<file path="src/rtl/core/sos_pkg.sv">
// ----------------------------------------------------------------------------
// sos_pkg
// Shared types and codes for the set-of-stacks block: command and status
// encodings and the fixed field widths of the item ports.
// ----------------------------------------------------------------------------
package sos_pkg;

  localparam int CMD_W   = 2;
  localparam int DATA_W  = 32;
  localparam int INDEX_W = 3;
  localparam int STAT_W  = 2;

  typedef logic [CMD_W-1:0]  cmd_t;
  typedef logic [STAT_W-1:0] status_t;

  localparam cmd_t CMD_PUSH   = 2'd0;
  localparam cmd_t CMD_POP    = 2'd1;
  localparam cmd_t CMD_POP_AT = 2'd2;

  localparam status_t STAT_OK        = 2'd0;
  localparam status_t STAT_OVERFLOW  = 2'd1;
  localparam status_t STAT_UNDERFLOW = 2'd2;

endpackage

</file>
<file path="src/rtl/core/set_of_stacks_with_pop_at.sv">
// One item at a time: no new input beat is taken until its result is in the output register.
// Each item walks a fixed sequence: fill-count read, update of the count and
// element memories, a top fill-count read, then the element read.
// The output register frees the input side while a result waits.
// Reset clears the non-empty and full flags and the current sub-stack;
// memory contents stay undefined and are masked by those flags.
// ----------------------------------------------------------------------------
// set_of_stacks_with_pop_at
// Stack built from NUM_STACKS sub-stacks of SUB_DEPTH entries, with push,
// pop from the overall top and pop at a chosen sub-stack.
// ----------------------------------------------------------------------------
module set_of_stacks_with_pop_at #(
  parameter int NUM_STACKS = 8,
  parameter int SUB_DEPTH  = 2
) (
  input  logic                              clk_i,
  input  logic                              rst_ni,
  input  logic                              in_valid_i,
  output logic                              in_ready_o,
  input  logic [sos_pkg::CMD_W-1:0]         command_i,
  input  logic signed [sos_pkg::DATA_W-1:0] value_i,
  input  logic [sos_pkg::INDEX_W-1:0]       stack_index_i,
  output logic                              out_valid_o,
  input  logic                              out_ready_i,
  output logic [sos_pkg::STAT_W-1:0]        status_o,
  output logic signed [sos_pkg::DATA_W-1:0] top_value_o,
  output logic                              top_valid_o,
  output logic                              is_empty_o,
  output logic                              is_full_o
);

  import sos_pkg::*;

  localparam int SW    = $clog2(NUM_STACKS);
  localparam int CW    = $clog2(SUB_DEPTH + 1);
  localparam int EDEPTH = NUM_STACKS * SUB_DEPTH;
  localparam int EW    = $clog2(EDEPTH);

  typedef enum logic [2:0] {
    ST_IDLE,
    ST_MOD,
    ST_TOPC,
    ST_TOPE,
    ST_DONE
  } state_e;

  function automatic logic [SW:0] find_hi(logic [NUM_STACKS-1:0] flags,
                                          logic [SW-1:0] start);
    logic [SW:0] res;
    res = '0;
    for (int i = 0; i < NUM_STACKS; i++) begin
      if (flags[i] && (SW'(i) <= start)) begin
        res = {1'b1, SW'(i)};
      end
    end
    return res;
  endfunction

  function automatic logic [EW-1:0] elem_addr(logic [SW-1:0] idx, int slot);
    return EW'(int'(idx) * SUB_DEPTH + slot);
  endfunction

  state_e                  state_q, state_d;
  cmd_t                    op_q, op_d;
  logic                    ok_q, ok_d;
  logic [SW-1:0]           tgt_q, tgt_d;
  logic [DATA_W-1:0]       value_q, value_d;
  status_t                 stat_q, stat_d;
  logic                    cur_valid_q, cur_valid_d;
  logic [SW-1:0]           cur_q, cur_d;
  logic [NUM_STACKS-1:0]   nonempty_q, nonempty_d;
  logic [NUM_STACKS-1:0]   full_q, full_d;
  logic [SW-1:0]           top_idx_q, top_idx_d;
  logic                    top_valid_q, top_valid_d;
  logic                    res_empty_q, res_empty_d;
  logic                    res_full_q, res_full_d;
  logic                    out_valid_q, out_valid_d;
  status_t                 out_stat_q, out_stat_d;
  logic [DATA_W-1:0]       out_value_q, out_value_d;
  logic                    out_top_valid_q, out_top_valid_d;
  logic                    out_empty_q, out_empty_d;
  logic                    out_full_q, out_full_d;

  logic                    in_fire;
  logic [SW-1:0]           sat_idx;
  logic [SW:0]             hit_cur, hit_at;
  logic [SW-1:0]           dec_tgt;
  logic                    dec_ok;
  status_t                 dec_stat;
  logic [CW-1:0]           cnt;
  logic                    cur_valid_aft;
  logic [SW-1:0]           cur_aft;

  logic                    fill_we, fill_re;
  logic [SW-1:0]           fill_waddr, fill_raddr;
  logic [CW-1:0]           fill_wdata, fill_rdata;
  logic                    elem_we, elem_re;
  logic [EW-1:0]           elem_waddr, elem_raddr;
  logic [DATA_W-1:0]       elem_rdata;

  sos_ram #(
    .WIDTH (CW),
    .DEPTH (NUM_STACKS)
  ) u_fill_ram (
    .clk_i   (clk_i),
    .we_i    (fill_we),
    .waddr_i (fill_waddr),
    .wdata_i (fill_wdata),
    .re_i    (fill_re),
    .raddr_i (fill_raddr),
    .rdata_o (fill_rdata)
  );

  sos_ram #(
    .WIDTH (DATA_W),
    .DEPTH (EDEPTH)
  ) u_elem_ram (
    .clk_i   (clk_i),
    .we_i    (elem_we),
    .waddr_i (elem_waddr),
    .wdata_i (value_q),
    .re_i    (elem_re),
    .raddr_i (elem_raddr),
    .rdata_o (elem_rdata)
  );

  assign in_ready_o = (state_q == ST_IDLE);
  assign in_fire    = in_valid_i && in_ready_o;

  always_comb begin
    if (int'(stack_index_i) >= NUM_STACKS) begin
      sat_idx = SW'(NUM_STACKS - 1);
    end else begin
      sat_idx = SW'(stack_index_i);
    end
  end

  assign hit_cur = find_hi(nonempty_q, cur_q);
  assign hit_at  = find_hi(nonempty_q, sat_idx);

  // decide target sub-stack for the incoming beat
  always_comb begin
    dec_tgt  = '0;
    dec_ok   = 1'b1;
    dec_stat = STAT_OK;
    unique case (command_i)
      CMD_PUSH: begin
        if (!cur_valid_q) begin
          dec_tgt = '0;
        end else if (full_q[cur_q]) begin
          dec_tgt = cur_q + 1'b1;
          dec_ok  = (cur_q != SW'(NUM_STACKS - 1));
        end else begin
          dec_tgt = cur_q;
        end
        if (dec_ok && full_q[dec_tgt]) begin
          dec_ok = 1'b0;
        end
        if (!dec_ok) begin
          dec_stat = STAT_OVERFLOW;
        end
      end
      CMD_POP: begin
        dec_ok  = cur_valid_q && hit_cur[SW];
        dec_tgt = hit_cur[SW-1:0];
        if (!dec_ok) begin
          dec_stat = STAT_UNDERFLOW;
        end
      end
      CMD_POP_AT: begin
        dec_ok  = hit_at[SW];
        dec_tgt = hit_at[SW-1:0];
        if (!dec_ok) begin
          dec_stat = STAT_UNDERFLOW;
        end
      end
      default: begin
        dec_ok = 1'b0;
      end
    endcase
  end

  assign cnt = nonempty_q[tgt_q] ? fill_rdata : '0;

  always_comb begin
    if (op_q == CMD_POP && ok_q) begin
      cur_valid_aft = hit_cur[SW];
      cur_aft       = hit_cur[SW] ? hit_cur[SW-1:0] : '0;
    end else begin
      cur_valid_aft = cur_valid_q;
      cur_aft       = cur_q;
    end
  end

  always_comb begin
    state_d         = state_q;
    op_d            = op_q;
    ok_d            = ok_q;
    tgt_d           = tgt_q;
    value_d         = value_q;
    stat_d          = stat_q;
    cur_valid_d     = cur_valid_q;
    cur_d           = cur_q;
    nonempty_d      = nonempty_q;
    full_d          = full_q;
    top_idx_d       = top_idx_q;
    top_valid_d     = top_valid_q;
    res_empty_d     = res_empty_q;
    res_full_d      = res_full_q;
    out_valid_d     = out_valid_q && !out_ready_i;
    out_stat_d      = out_stat_q;
    out_value_d     = out_value_q;
    out_top_valid_d = out_top_valid_q;
    out_empty_d     = out_empty_q;
    out_full_d      = out_full_q;

    fill_we    = 1'b0;
    fill_waddr = tgt_q;
    fill_wdata = cnt;
    fill_re    = 1'b0;
    fill_raddr = dec_tgt;
    elem_we    = 1'b0;
    elem_waddr = elem_addr(tgt_q, int'(cnt));
    elem_re    = 1'b0;
    elem_raddr = elem_addr(top_idx_q, int'(fill_rdata) - 1);

    unique case (state_q)
      ST_IDLE: begin
        if (in_fire) begin
          op_d    = command_i;
          ok_d    = dec_ok;
          tgt_d   = dec_tgt;
          value_d = value_i;
          stat_d  = dec_stat;
          fill_re = 1'b1;
          state_d = ST_MOD;
        end
      end
      ST_MOD: begin
        if (ok_q && op_q == CMD_PUSH) begin
          elem_we           = 1'b1;
          fill_we           = 1'b1;
          fill_wdata        = cnt + 1'b1;
          nonempty_d[tgt_q] = 1'b1;
          full_d[tgt_q]     = ((cnt + 1'b1) == CW'(SUB_DEPTH));
          cur_d             = tgt_q;
          cur_valid_d       = 1'b1;
        end else if (ok_q && (op_q == CMD_POP || op_q == CMD_POP_AT)) begin
          fill_we           = 1'b1;
          fill_wdata        = cnt - 1'b1;
          nonempty_d[tgt_q] = (cnt != CW'(1));
          full_d[tgt_q]     = 1'b0;
        end
        state_d = ST_TOPC;
      end
      ST_TOPC: begin
        // lower current after a pop, then find the top sub-stack
        cur_valid_d = cur_valid_aft;
        cur_d       = cur_aft;
        top_idx_d   = hit_cur[SW-1:0];
        top_valid_d = cur_valid_aft && hit_cur[SW];
        res_empty_d = !cur_valid_aft;
        res_full_d  = cur_valid_aft && (cur_aft == SW'(NUM_STACKS - 1)) && full_q[cur_aft];
        fill_re     = 1'b1;
        fill_raddr  = hit_cur[SW-1:0];
        state_d     = ST_TOPE;
      end
      ST_TOPE: begin
        elem_re = 1'b1;
        state_d = ST_DONE;
      end
      ST_DONE: begin
        if (!out_valid_q || out_ready_i) begin
          out_valid_d     = 1'b1;
          out_stat_d      = stat_q;
          out_value_d     = top_valid_q ? elem_rdata : '0;
          out_top_valid_d = top_valid_q;
          out_empty_d     = res_empty_q;
          out_full_d      = res_full_q;
          state_d         = ST_IDLE;
        end
      end
      default: begin
        state_d = ST_IDLE;
      end
    endcase
  end

  always_ff @(posedge clk_i or negedge rst_ni) begin
    if (!rst_ni) begin
      state_q     <= ST_IDLE;
      cur_valid_q <= 1'b0;
      cur_q       <= '0;
      nonempty_q  <= '0;
      full_q      <= '0;
      out_valid_q <= 1'b0;
    end else begin
      state_q         <= state_d;
      op_q            <= op_d;
      ok_q            <= ok_d;
      tgt_q           <= tgt_d;
      value_q         <= value_d;
      stat_q          <= stat_d;
      cur_valid_q     <= cur_valid_d;
      cur_q           <= cur_d;
      nonempty_q      <= nonempty_d;
      full_q          <= full_d;
      top_idx_q       <= top_idx_d;
      top_valid_q     <= top_valid_d;
      res_empty_q     <= res_empty_d;
      res_full_q      <= res_full_d;
      out_valid_q     <= out_valid_d;
      out_stat_q      <= out_stat_d;
      out_value_q     <= out_value_d;
      out_top_valid_q <= out_top_valid_d;
      out_empty_q     <= out_empty_d;
      out_full_q      <= out_full_d;
    end
  end

  assign out_valid_o = out_valid_q;
  assign status_o    = out_stat_q;
  assign top_value_o = out_value_q;
  assign top_valid_o = out_top_valid_q;
  assign is_empty_o  = out_empty_q;
  assign is_full_o   = out_full_q;

endmodule

</file>
<file path="src/rtl/core/sos_ram.sv">
// ----------------------------------------------------------------------------
// sos_ram
// Generic single-port-write, single-port-read synchronous RAM. Read data is
// registered and holds while no read is issued.
// ----------------------------------------------------------------------------
module sos_ram #(
  parameter int WIDTH = 32,
  parameter int DEPTH = 16,
  localparam int AW = (DEPTH > 1) ? $clog2(DEPTH) : 1
) (
  input  logic             clk_i,
  input  logic             we_i,
  input  logic [AW-1:0]    waddr_i,
  input  logic [WIDTH-1:0] wdata_i,
  input  logic             re_i,
  input  logic [AW-1:0]    raddr_i,
  output logic [WIDTH-1:0] rdata_o
);

  logic [WIDTH-1:0] mem_q [DEPTH];
  logic [WIDTH-1:0] rdata_q;

  always_ff @(posedge clk_i) begin
    if (we_i) begin
      mem_q[waddr_i] <= wdata_i;
    end
    if (re_i) begin
      rdata_q <= mem_q[raddr_i];
    end
  end

  assign rdata_o = rdata_q;

endmodule

</file>
<file path="config.mk">
export PLATFORM = sky130hd
export DESIGN_NAME = set_of_stacks_with_pop_at
export DESIGN_NICKNAME = d
export VERILOG_FILES = /design/src/rtl/core/sos_pkg.sv /design/src/rtl/core/set_of_stacks_with_pop_at.sv /design/src/rtl/core/sos_ram.sv
export SDC_FILE = /design/constraint.sdc
export NUM_CORES = 1
export LEC_CHECK = 0
export BUFFER_PORTS_ARGS = -buffer_cell sky130_fd_sc_hd__buf_2
export CAP_MARGIN = 25
export CORE_MARGIN = 2
export CORE_UTILIZATION = 50
export CTS_CLUSTER_DIAMETER = 200
export DETAILED_ROUTE_END_ITERATION = 16
export GPL_TIMING_DRIVEN = 0
export PLACE_DENSITY = 0.72
export SLEW_MARGIN = 30
export SYNTH_ARGS = -nofsm -noshare
export SYNTH_HDL_FRONTEND = slang
export SYNTH_HIERARCHICAL = 1
export SYNTH_SLANG_ARGS = --single-unit
</file>
<file path="constraint.sdc">
create_clock -name clk_i -period 13.8 [get_ports clk_i]
set_clock_uncertainty 0.2 [all_clocks]
set_input_delay 2.07 -clock clk_i [delete_from_list [all_inputs] [get_ports clk_i]]
set_output_delay 2.07 -clock clk_i [all_outputs]
set_load 0.02 [all_outputs]
</file>
# Word level (Yosys, flattened, before mapping)
# Memories as Yosys holds them, arrays and structs flattened. A register that Yosys moved wholly into a read port is not among the register bits.
# Index checks and enable logic that the tools add are counted.
[op_classes] addsub=6 mul=0 div_mod_pow=0 magnitude_cmp=21 n_eq_ne=15 shift=0 mux=75 bitwise_logic=3 n_reduce_logical=43
[op_table] op="$mux 4" n=16
[op_table] op="$mux 8" n=4
[op_table] op="$logic_and 1x1->1" n=27
[op_table] op="$mux 3" n=9
[op_table] op="$mux 1" n=26
[op_table] op="$le 3x3->1 const A" n=8
[op_table] op="$bwmux 8" n=2
[op_table] op="$lt 3x4->1 const B" n=4
[op_table] op="$pmux 3 s5" n=1
[op_table] op="$bmux 1 s3" n=4
[op_table] op="$le 1x3->1 const A" n=4
[op_table] op="$le 2x3->1 const A" n=4
[op_table] op="$mux 2" n=6
[op_table] op="$pmux 3 s3" n=1
[op_table] op="$and 8x8->8" n=1
[op_table] op="$not 8->8" n=1
[op_table] op="$or 8x8->8" n=1
[op_table] op="$reduce_and 2->1" n=4
[op_table] op="$eq 2x2->1 const B" n=3
[op_table] op="$eq 3x2->1 const B" n=2
[op_table] op="$eq 3x3->1 const B" n=2
[op_table] op="$pmux 2 s3" n=1
[op_table] op="$pmux 3 s2" n=1
[op_table] op="$reduce_and 3->1" n=2
[op_table] op="20 further kinds" n=29
[word_totals] regBits=107 latch_bits=0 ram_bits=528 rom_bits=0 input_bits=41 elab_cells=185 n_memories=2
[mem_list] name="u_elem_ram.mem_q" depth=16 word_bits=32 rd=1 rd_clocked_by_memory_dff=1 write_ports=1 line_no="sos_ram.sv:20" source="logic [WIDTH-1:0] mem_q [DEPTH];"
[mem_list] name="u_fill_ram.mem_q" depth=8 word_bits=2 rd=1 rd_clocked_by_memory_dff=1 write_ports=1 line_no="sos_ram.sv:20"

# Longest topological paths before layout
# Gate-level depths: netlist of the first run.
[logic_depth] depth_word=15 mapped_depth=13 depth_no_buf=11

# Modules after synthesis
# The synthesis of the first run kept the hierarchy.
[modules_own_cells] mod="sos_ram at u_elem_ram" instances=1 cells_each=838 area_per_inst_um2=20174.3 seq_area_each_um2=16335.7
[modules_own_cells] mod="set_of_stacks_with_pop_at" instances=1 cells_each=428 area_per_inst_um2=5133.7 seq_area_each_um2=3093.0
[modules_own_cells] mod="sos_ram at u_fill_ram" instances=1 cells_each=37 area_per_inst_um2=726.9 seq_area_each_um2=540.5

# Worst setup path after synthesis of the first run
# Ideal clock, no wire load.
[synth_path] path_type="register to register" from="register tgt_q[0] (netlist: fill_waddr[0])" to="memory u_elem_ram.mem_q[0][0] (enable)" arrival_ps=4714 t_required_ps=13139 path_slack_ps=8425 stages_incl_launch_ff=10 path_buffers=0 synth_period_minus_slack_ps=5375 path_cell_list="edfxtp_1 -> mux4_2 -> mux2_2 -> nand2_1 -> inv_1 -> ha_1 -> ha_1 -> xor2_1 -> or3b_2 -> nor3_1"
[synth_via] elab_chain_cells=4
[synth_rtl] element="from (decl)" line_no="set_of_stacks_with_pop_at.sv:66" source="logic [SW-1:0] tgt_q, tgt_d;"
[synth_rtl] element="from (signal assigned)" line_no="set_of_stacks_with_pop_at.sv:301" source="tgt_q <= tgt_d;"
[synth_rtl] element="$bmux 1 s3" line_no="set_of_stacks_with_pop_at.sv:183" source="assign cnt = nonempty_q[tgt_q] ? fill_rdata : '0;"
[synth_rtl] element="$mux 1 (not written as such)" line_no="set_of_stacks_with_pop_at.sv:183"
[synth_rtl] element="$mux 2" line_no="set_of_stacks_with_pop_at.sv:183"
[synth_rtl] element="$add 4x2->4 (*)" line_no="set_of_stacks_with_pop_at.sv:60" source="return EW'(int'(idx) * SUB_DEPTH + slot);"
[synth_rtl] element="via elem_waddr[3]" line_no="set_of_stacks_with_pop_at.sv:98" source="logic [EW-1:0] elem_waddr, elem_raddr;"
[synth_rtl] element="to (decl)" line_no="sos_ram.sv:20"
# Mark *: on every way through the listed nets, which the timed path passes. The rest lies on a longest branch. The select of a mux whose other input is x is not followed.

# Worst setup path in the final report of the first run
[layout_path] from="register tgt_q[0] (netlist: fill_waddr[0])" to="memory u_elem_ram.mem_q[12][12] (enable)"
# Same word-level chain as after synthesis.

==> results of run 1 <==
==> through the flow <==
stage / hold WS (ps) / total power, mW / util [%] / cell area [sq um]
6_report: 238.5 / 5.910 / 58.98 / 30320
3_3_place_gp: 209.6 / 4.143 / 53.07 / 27280
4_1_cts: 238.0 / 5.936 / 58.98 / 30320
2_1_floorplan: 200.3 / 3.640 / - / 26040
5_1_grt: 248.1 / 6.151 / 58.98 / 30320
3_5_place_dp: 223.5 / 4.189 / 54.91 / 28220
==> layer usage <==
layer / routed length, microns / track usage (%) / share of wire, % / vias up
met5: 0 / 0 / 0 / -
met4: 1417 / 6.130 / 2.4 / 0
met3: 4472 / 4.187 / 7.7 / 103
met2: 28600 / 36.22 / 49 / 622
met1: 23560 / 31.05 / 41 / 6909
li1: - / - / - / 5738
==> synthesized netlist by cell type (3+ instances only) <==
library cell	count
mux2i_1	5
nor3_1	14
o21ai_0	36
a21oi_1	30
or3b_2	3
and3_1	3
inv_1	28
mux4_1	5
a221o_1	3
mux4_2	130
mux2_2	5
and2_1	37
clkbuf_1	34
edfxtp_1	645
nor2b_1	6
buf_2	7
o22ai_1	12
buf_4	11
nor2_1	41
nand3b_1	6
buf_6	3
or2_2	3
a32o_1	3
nand2_1	53
buf_1	10
nand2b_1	9
ha_1	12
dfrtp_1	24
a21o_1	3
a31oi_1	4
xnor2_1	5
nand3_1	4
a22oi_1	68
or3_1	3
==> registers in the layout, summed over array words and instances (netlist names), 2 cells and up <==
| register | flops |
|---|---|
| op_q | 2 |
| stat_q | 2 |
| nonempty_q | 8 |
| state_q | 3 |
| u_fill_ram/mem_q | 16 |
| fill_waddr | 3 |
| u_fill_ram/rdata_o | 2 |
| status_o | 2 |
| top_idx_q | 3 |
| u_elem_ram/rdata_o | 32 |
| value_q | 32 |
| full_q | 8 |
| cur_q | 3 |
| u_elem_ram/mem_q | 512 |
| top_value_o | 32 |
==> cell families (layout without fill, tap and decap cells) <==
group           Yosys count  in the layout  synth area share [%]
xor+xnor                  6              6                0.2018
compound gates          185            185                 4.912
fa+ha+maj                13             13                0.6536
flops                   669            669                 76.70
mux                     145            145                 12.16
buf+inv                  93            335                 1.620
simple gates            192            192                 3.753
==> report_power, final <==
part           switching (mW)  internal (mW)  total (mW)
clock                   0.730           1.01        1.74
combinational           0.994          0.680        1.67
sequential             0.0749           2.42        2.49
total                    1.80           4.11        5.91
==> critical path, cell delays in order, from the launching register on <==
cell and delay (ps):
edfxtp_1 620, mux4_2 550, mux2_2 300, nand2_1 160
inv_1 70, ha_1 180, ha_1 190, xor2_1 280
nand3_1 370, nor3_2 600, buf_6 240, buf_6 150
buf_4 190, buf_4 210
==> worst paths after layout <==
kind	cells after the start	startpoint	slack (ps)	end
hold reg to reg	0	stat_q[0]	240	status_o[0]
max in group asynchronous	1	rst_ni	11680	full_q[2]
min in group asynchronous	1	rst_ni	1310	nonempty_q[4]
setup / recovery	13	fill_waddr[0]	9180	u_elem_ram/mem_q[12][12]
hold / removal	0	stat_q[0]	240	status_o[0]
setup reg to reg	13	fill_waddr[0]	9180	u_elem_ram/mem_q[12][12]
==> area by class of cell <==
| class | instances | area (sq um) |
|---|---|---|
| plain buffers | 65 | 316.6 |
| clock buffers | 87 | 1837 |
| clock inverters | 31 | 257.7 |
| fillers | 3677 | 21090 |
| inverters | 28 | 105.1 |
| multi-input cells | 541 | 5776 |
| flip-flops and latches | 669 | 19970 |
| well taps | 680 | 850.8 |
| repair buffers | 124 | 1207 |
==> flow_summary_export.csv, run 1 <==
group,metric,value,unit
sta,setup_ws,9177,ps
global_routing,grt_pass1_wl,87.03,mm
finish,nets,1551,
global_routing,antenna_found_initial,1,
clocking,insertion_delay,590,ps
die,rows,83,
global_routing,grt_max_degree,28,
clocking,ctsRootBufferMaster,"clkbuf_16",
status,status,"finished, final reports clean",
finish,drive_gt1_share,25.89,%
synthesis,async_reset_ff_share,3.587,%
route,vias,13370,
route,drc_errors,0,
die,die_x,232.2,microns
global_routing,grt_pass1_vias,13880,
die,die_area,0.05391,sq mm
sta,max_slew_margin,40.78,%
sta,fin_tns_setup,0,ps
die,chipHeight,232.2,microns
route,routed_wl,58.05,mm
finish,final_cell_mix,"edfxtp_1, mux4_2, buf_2",
route,wl_per_cell,26.09,microns
critical_path,critPathKind,"flip-flop to flip-flop",
clocking,clk_path_buf_depth,3,
sta,worst_pin_slew,888.4,ps
synthesis,synth_cell_types,63,
finish,syn_to_final_growth,16.46,%
global_routing,track_usage,22.24,%
critical_path,required,13880,ps
sta,maxSlewViolCount,0,
clocking,clock_sinks,669,
sta,hold_viol_final,0,
placed_design,pre_cts_slack,8738,ps
clocking,clk_transition_reported_paths,60,ps
critical_path,endpoint_kind,"flip-flop",
synthesis,syn_nets,1357,
die,fp.coreArea,0.05141,sq mm
flow_run,cap_violations,0,
placed_design,dp_hpwl,37.66,mm
synthesis,synth_edf_count,645,
global_routing,grt.overflow.total,0,
power_and_ir_drop,p_leak,9.973,nW
worst_hold_path,hold_class,"flip-flop to flip-flop",
clocking,h-tree-depth,3,
synthesis,synth-main-ff-cell,"edfxtp_1",
die,start_util,50.65,%
clocking,post_cts_resized,0,
critical_path,crit_fanout,11,
sta,fmax,216.3,MHz
placed_design,dpl.cell_count,2107,
route,drtPass1Iterations,5,
sta,grt_setup_unrepaired,"false",
sta,setup-violations-final,0,
finish,fin_cells,2225,
sta,fin_crit,4623,ps
finish,layout_commonest_cell,"edfxtp_1",
sta,post-route-period-util,33.50,%
critical_path,cp-start-kind,"flip-flop",
clocking,cts_tree,"done",
synthesis,yosysTopAreaCell,"edfxtp_1",
placed_design,numPortBuffers,79,
power_and_ir_drop,vdd_drop_max,165.8,uV
synthesis,ys_ff_latch,669,
finish,antenna_cells,0,
clocking,cts_hold_buf,0,
route,vias_per_cell,6.010,
critical_path,crit_arrival,4710,ps
placed_design,gp_congestion,0.8367,
die,io_pins,80,
synthesis,avgSynthCellArea,19.98,sq um
clocking,cts_buffers,68,
synthesis,yosysSeqAreaShare,76.70,%
synthesis,syn_area,0.02603,sq mm
power_and_ir_drop,p_per_area,194.9,mW/mm^2
synthesis,synthCells,1303,
synthesis,synth_top_area_share,74.39,%
synthesis,yosys-top-cells-area,"edfxtp_1, mux4_2, dfrtp_1, a22oi_1, and2_1",
route,ant_nets,0,
route,drtIter0Drc,1574,
clocking,post_cts_buffers,0,
synthesis,ys.warnings.count,6,
(Power assumes the default switching activity.)
==> inputs of run 2 (changes only) <==
==> constraint.sdc (replaced) <==
create_clock -name clk_i -period 4.75 [get_ports clk_i]
set_clock_uncertainty 0.2 [all_clocks]
set_input_delay 0.7125 -clock clk_i [delete_from_list [all_inputs] [get_ports clk_i]]
set_output_delay 0.7125 -clock clk_i [all_outputs]
set_load 0.02 [all_outputs]
==> run 2 against run 1 <==
Maximum frequency increased by 8.9%. Critical endpoint is now u_elem_ram/mem_q[8][2]. Global-route usage is 0.23 points lower. Sequential cell count unchanged. Cell count decreased by 0.18%. Sequential share of layout area down 0.20 points. Non-clock buffer count fell by 4. Critical path depth decreased by 2. Clock-buffer cell count decreased by 1. Worst setup slack lost 8700 ps. Via count increased by 0.54%. Largest power group unchanged.
==> flow_summary_export.csv, run 2 (synthesized netlist as in run 1, its figures left out) <==
group,metric,value,unit
critical_path,path_cells,"mux4_2, mux2_2, nand2_1, inv_1, ha_1, ha_1, xor2_1, nand3b_1, nor3_4, buf_8, buf_8",
route,drtIter0Drc,1500,
placed_design,dp_hpwl,36.92,mm
power_and_ir_drop,p_comb_share,28.5,%
route,highest_layer,"met4",
finish,antenna_cells,0,
sta,fin_crit,4247,ps
critical_path,crit_arrival,4330,ps
clocking,h-tree-depth,3,
sta,setup-violations-final,0,
critical_path,crit_slowest_cell,"edfxtp_1",
die,die_area,0.05391,sq mm
sta,max_slew_margin,33.70,%
power_and_ir_drop,p_leak,9.973,nW
die,fp.coreArea,0.05141,sq mm
clocking,clk_path_buf_depth,3,
sta,worst_pin_slew,994.4,ps
critical_path,required,4830,ps
critical_path,crit_buf_inv,3,
global_routing,track_usage,22.01,%
critical_path,crit_cells,11,
critical_path,startpoint,"fill_waddr[0]",
critical_path,reg2reg_depth,11,
sta,grt_setup_unrepaired,"false",
clocking,cts_tree,"done",
route,dr_wl_met2,28.44,mm
finish,syn_to_final_growth,16.81,%
die,rows,83,
route,wl_met3,4.604,mm
placed_design,numPortBuffers,79,
clocking,ctsRootBufferMaster,"clkbuf_16",
route,drt-met1-wl,22.91,mm
sta,fmax,235.5,MHz
power_and_ir_drop,sequentialPowerShare,42.2,%
finish,nets,1546,
clocking,cts_buffers,67,
finish,fin_util,59.16,%
finish,largest_reg_flops,512,
finish,design_area,0.03041,sq mm
finish,drive_gt1_share,25.76,%
global_routing,antenna_found_initial,0,
placed_design,pre_cts_slack,530.9,ps
finish,layout_commonest_cell,"edfxtp_1",
die,chipHeight,232.2,microns
critical_path,r2r-start,"fill_waddr[0]",
critical_path,crit_path_max_incr_delay,610,ps
global_routing,grt_max_degree,31,
clocking,post_cts_resized,0,
route,vias_per_cell,6.053,
global_routing,grt_pass1_vias,13830,
die,io_pins,80,
sta,setup_ws,503.3,ps
sta,hold_viol_final,0,
route,vias,13440,
route,wl_per_cell,26.00,microns
route,drtPass1Iterations,7,
route,routed_wl,57.75,mm
power_and_ir_drop,switchingPower,5.252,mW
global_routing,grt.overflow.total,0,
placed_design,gp_congestion,0.8339,
clocking,insertion_delay,610,ps
finish,seq_area,0.01997,sq mm
status,status,"finished, final reports clean",
route,drc_errors,0,
critical_path,cp-start-kind,"flip-flop",
worst_hold_path,hp-start,"value_i[9]",
finish,regMostFlops,"u_elem_ram/mem_q",
finish,final_cell_mix,"edfxtp_1, mux4_2, buf_2",
sta,maxSlewViolCount,0,
critical_path,endpoint_kind,"flip-flop",
clocking,clk_transition_reported_paths,60,ps
die,start_util,50.65,%
power_and_ir_drop,vdd_drop_max,480.1,uV
placed_design,placed_area,0.02833,sq mm
sta,fin_tns_setup,0,ps
critical_path,critPathKind,"flip-flop to flip-flop",
sta,post-route-period-util,89.40,%
power_and_ir_drop,intPower,11.90,mW
power_and_ir_drop,clkPwrFrac,29.3,%
sta,worst_hold_slack,85.20,ps
worst_hold_path,hold_class,"input port to flip-flop",
power_and_ir_drop,p_per_area,564.0,mW/mm^2
route,ant_nets,0,
clocking,clock_sinks,669,
global_routing,grt_pass1_wl,85.96,mm
die,die_x,232.2,microns
worst_hold_path,hold_depth,1,
critical_path,critPathTopFamily,"simple AND/OR/NAND/NOR gates",
finish,fill_cells,3606,
power_and_ir_drop,switching_share,30.62,%
flow_run,cap_violations,0,
finish,multiInputGateArea,0.005801,sq mm
critical_path,crit_fanout,11,
[run 2: cell types whose count changed in the layout (fill, tap and decap cells not counted), moves of 3 or more]
cell	before	now
buf_8	0	6
buf_16	20	23
nor3_2	4	0
buf_6	6	9
buf_4	28	11
nor3_4	1	5
clkinv_2	6	10
[run 2: stage by stage]
step	instances	power, mW
floorplan	1303	10.58
global placement	2062	12.04
detailed placement	2102	12.20
CTS	2221	17.25
global route	2221	17.82
finish	2221	17.15
[run 2: worst paths after layout]
| path | endpoint | slack [ps] |
|---|---|---|
| worst max-delay path | u_elem_ram/mem_q[8][2] | 500 |
| worst min-delay path | value_q[9] | 90 |
| worst max register to register | u_elem_ram/mem_q[8][2] | 500 |
| worst min register to register | status_o[0] | 220 |
| max in group asynchronous | cur_valid_q | 3470 |
| min in group asynchronous | state_q[1] | 470 |
[run 2: what timing repair did]
item | CTS | global route
endpoints found under the setup margin | 0 | 0
hold endpoints to repair | 24 | 0
hold buffers | 1 | 0
setup buffers | 0 | 0
[run 2: per-layer routing]
layer | track usage [%] | vias to the layer above
li1 | - | 5738
met2 | 35.70 | 633
met5 | 0 | -
met4 | 7.612 | 0
met3 | 4.482 | 118
met1 | 29.97 | 6955
[run 2: final cells by class]
type / instances / area share [%]
clock buffer: 86 / 6.060
clock inverter: 32 / 0.7570
inverter: 28 / 0.3456
buffer: 65 / 1.041
timing repair buffer: 120 / 4.262
tap: 680 / 2.798
multi-input combinational: 541 / 19.07
sequential: 669 / 65.66
[run 2: power by group through the flow]
stage	clock, mW	combinational [mW]	sequential, mW
2_1_floorplan	0	3.28	7.30
3_3_place_gp	0	4.69	7.35
4_1_cts	5.11	4.90	7.23
5_1_grt	5.32	5.24	7.27
6_report	5.03	4.89	7.23
3_5_place_dp	0	4.85	7.35
[run 2: worst register-to-register path, stage by stage (launching register included)]
cell,delay (ps)
edfxtp_1,610
mux4_2,560
mux2_2,310
nand2_1,170
inv_1,70
ha_1,190
ha_1,180
xor2_1,230
nand3b_1,360
nor3_4,610
buf_8,240
buf_8,190
==> inputs of run 3 (changes only) <==
--- a/config.mk
+++ b/config.mk
@@ -8,11 +8,11 @@
 export BUFFER_PORTS_ARGS = -buffer_cell sky130_fd_sc_hd__buf_2
 export CAP_MARGIN = 25
 export CORE_MARGIN = 2
-export CORE_UTILIZATION = 50
+export CORE_UTILIZATION = 58
 export CTS_CLUSTER_DIAMETER = 200
 export DETAILED_ROUTE_END_ITERATION = 16
 export GPL_TIMING_DRIVEN = 0
-export PLACE_DENSITY = 0.72
+export PLACE_DENSITY = 0.81
 export SLEW_MARGIN = 30
 export SYNTH_ARGS = -nofsm -noshare
 export SYNTH_HDL_FRONTEND = slang
==> run 3 against run 2 <==
First-iteration DRC count increased by 38%. Sequential cell count is the same. Worst setup slack worse by 330 ps. Worst hold slack better by 10 ps. Critical path type unchanged. Largest cell class unchanged.
==> flow_summary_export.csv, run 3 (synthesized netlist as in run 1, its figures left out) <==
group,metric,value,unit
status,status,"finished, final reports clean",
route,vias,13920,
finish,fin_util,68.12,%
route,routed_wl,63.20,mm
power_and_ir_drop,vdd_drop_max,352.5,uV
sta,fin_crit,4578,ps
die,io_pins,80,
placed_design,pre_cts_slack,298.6,ps
clocking,insertion_delay,590,ps
global_routing,grt_pass1_vias,14440,
die,fp.coreArea,0.04422,sq mm
finish,final_cell_mix,"edfxtp_1, mux4_2, buf_2",
power_and_ir_drop,p_comb_share,29.1,%
finish,drive_gt1_share,25.86,%
route,drc_errors,0,
global_routing,grt_max_degree,28,
power_and_ir_drop,switching_share,31.73,%
global_routing,grt.overflow.total,0,
power_and_ir_drop,p_per_area,574.7,mW/mm^2
sta,hold_viol_final,0,
finish,antenna_cells,0,
finish,largest_reg_flops,512,
sta,setup-violations-final,0,
finish,layout_commonest_cell,"edfxtp_1",
sta,maxSlewViolCount,0,
global_routing,antenna_found_initial,0,
power_and_ir_drop,clkPwrFrac,29.0,%
clocking,ctsRootBufferMaster,"clkbuf_16",
critical_path,required,4830,ps
die,die_x,215.9,microns
global_routing,track_usage,27.80,%
clocking,clock_sinks,669,
global_routing,grt_pass1_wl,93.93,mm
sta,max_slew_margin,31.89,%
placed_design,gp_congestion,0.8601,
power_and_ir_drop,intPower,11.82,mW
clocking,clk_path_buf_depth,3,
die,die_area,0.04660,sq mm
clocking,post_cts_buffers,0,
clocking,cts_tree,"done",
placed_design,numPortBuffers,79,
sta,worst_pin_slew,1022,ps
clocking,clk_transition_reported_paths,70,ps
sta,fmax,218.5,MHz
sta,post-route-period-util,96.37,%
power_and_ir_drop,switchingPower,5.493,mW
die,rows,77,
critical_path,crit_fanout,12,
route,vias_per_cell,6.545,
route,drtPass1Iterations,5,
critical_path,critPathKind,"flip-flop to flip-flop",
route,ant_nets,0,
flow_run,cap_violations,0,
critical_path,cp-start-kind,"flip-flop",
power_and_ir_drop,sequentialPowerShare,41.8,%
sta,grt_setup_unrepaired,"false",
critical_path,crit_arrival,4660,ps
finish,regMostFlops,"u_elem_ram/mem_q",
sta,setup_ws,172.4,ps
die,chipHeight,215.9,microns
worst_hold_path,hold_class,"input port to flip-flop",
route,wl_per_cell,29.71,microns
finish,nets,1539,
die,start_util,58.87,%
clocking,h-tree-depth,3,
placed_design,dp_hpwl,37.07,mm
power_and_ir_drop,p_leak,9.906,nW
route,drtIter0Drc,2074,
finish,syn_to_final_growth,15.70,%
clocking,cts_buffers,67,
critical_path,endpoint_kind,"flip-flop",
clocking,post_cts_resized,0,
[run 3: worst paths after layout]
| check | endpoint | startpoint | slack, ps | cells past startpoint |
|---|---|---|---|---|
| setup / recovery | u_elem_ram/mem_q[0][16] | fill_waddr[0] | 170 | 11 |
| setup reg to reg | u_elem_ram/mem_q[0][16] | fill_waddr[0] | 170 | 11 |
| hold reg to reg | status_o[1] | stat_q[1] | 220 | 0 |
| hold / removal | value_q[15] | value_i[15] | 100 | 1 |
| max in group asynchronous | nonempty_q[3] | rst_ni | 3440 | 2 |
| min in group asynchronous | state_q[1] | rst_ni | 490 | 2 |
[run 3: metal layers]
layer  global-route usage (%)  share of wire, %  vias to the layer above
li1                         -                 -                     5690
met5                        0                 0                        -
met3                    5.539               9.1                      171
met2                    45.19                50                      911
met4                    11.15               3.9                        0
met1                    37.56                37                     7150
[run 3: power by group through the flow]
stage               combinational (mW)  sequential [mW]  clock (mW)
floorplan                         3.28             7.30           0
global placement                  4.64             7.35           0
detailed placement                4.83             7.35           0
CTS                               5.00             7.24        5.08
global route                      5.30             7.27        5.29
finish                            5.04             7.24        5.03
[run 3: layout make-up]
| type | instances | area [sq um] |
|---|---|---|
| plain buffers | 65 | 316.6 |
| clock buffers | 77 | 1745 |
| clock inverters | 42 | 314.1 |
| fillers | 2609 | 14100 |
| inverters | 28 | 105.1 |
| multi-input cells | 541 | 5801 |
| flip-flops and latches | 669 | 19970 |
| well taps | 592 | 740.7 |
| repair buffers | 113 | 1131 |
[run 3: what timing repair did]
item,in CTS,in global routing
hold endpoints to repair,24,0
hold buffers,1,0
endpoints found under the setup margin,0,0
[run 3: through the flow]
step                instance area [sq um]  TNS, ps  power (mW)  hold WS, ps  cells
floorplan                           26060        0       10.58        200.3   1303
global placement                    27190  -578890       11.99        201.3   1974
detailed placement                  28050        0       12.18        205.4   2007
CTS                                 30120        0       17.32        74.87   2127
global route                        30120        0       17.86        75.58   2127
finish                              30120        0       17.31        95.35   2127
[run 3: critical path, cell delays in order, from the launching register on]
cell and delay [ps]:
edfxtp_1 630, mux4_2 560, mux2_2 300, nand2_1 180, inv_1 70, ha_1 190, ha_1 210, xor2_1 200
or3b_2 630, nor3_4 610, buf_6 280, buf_6 210
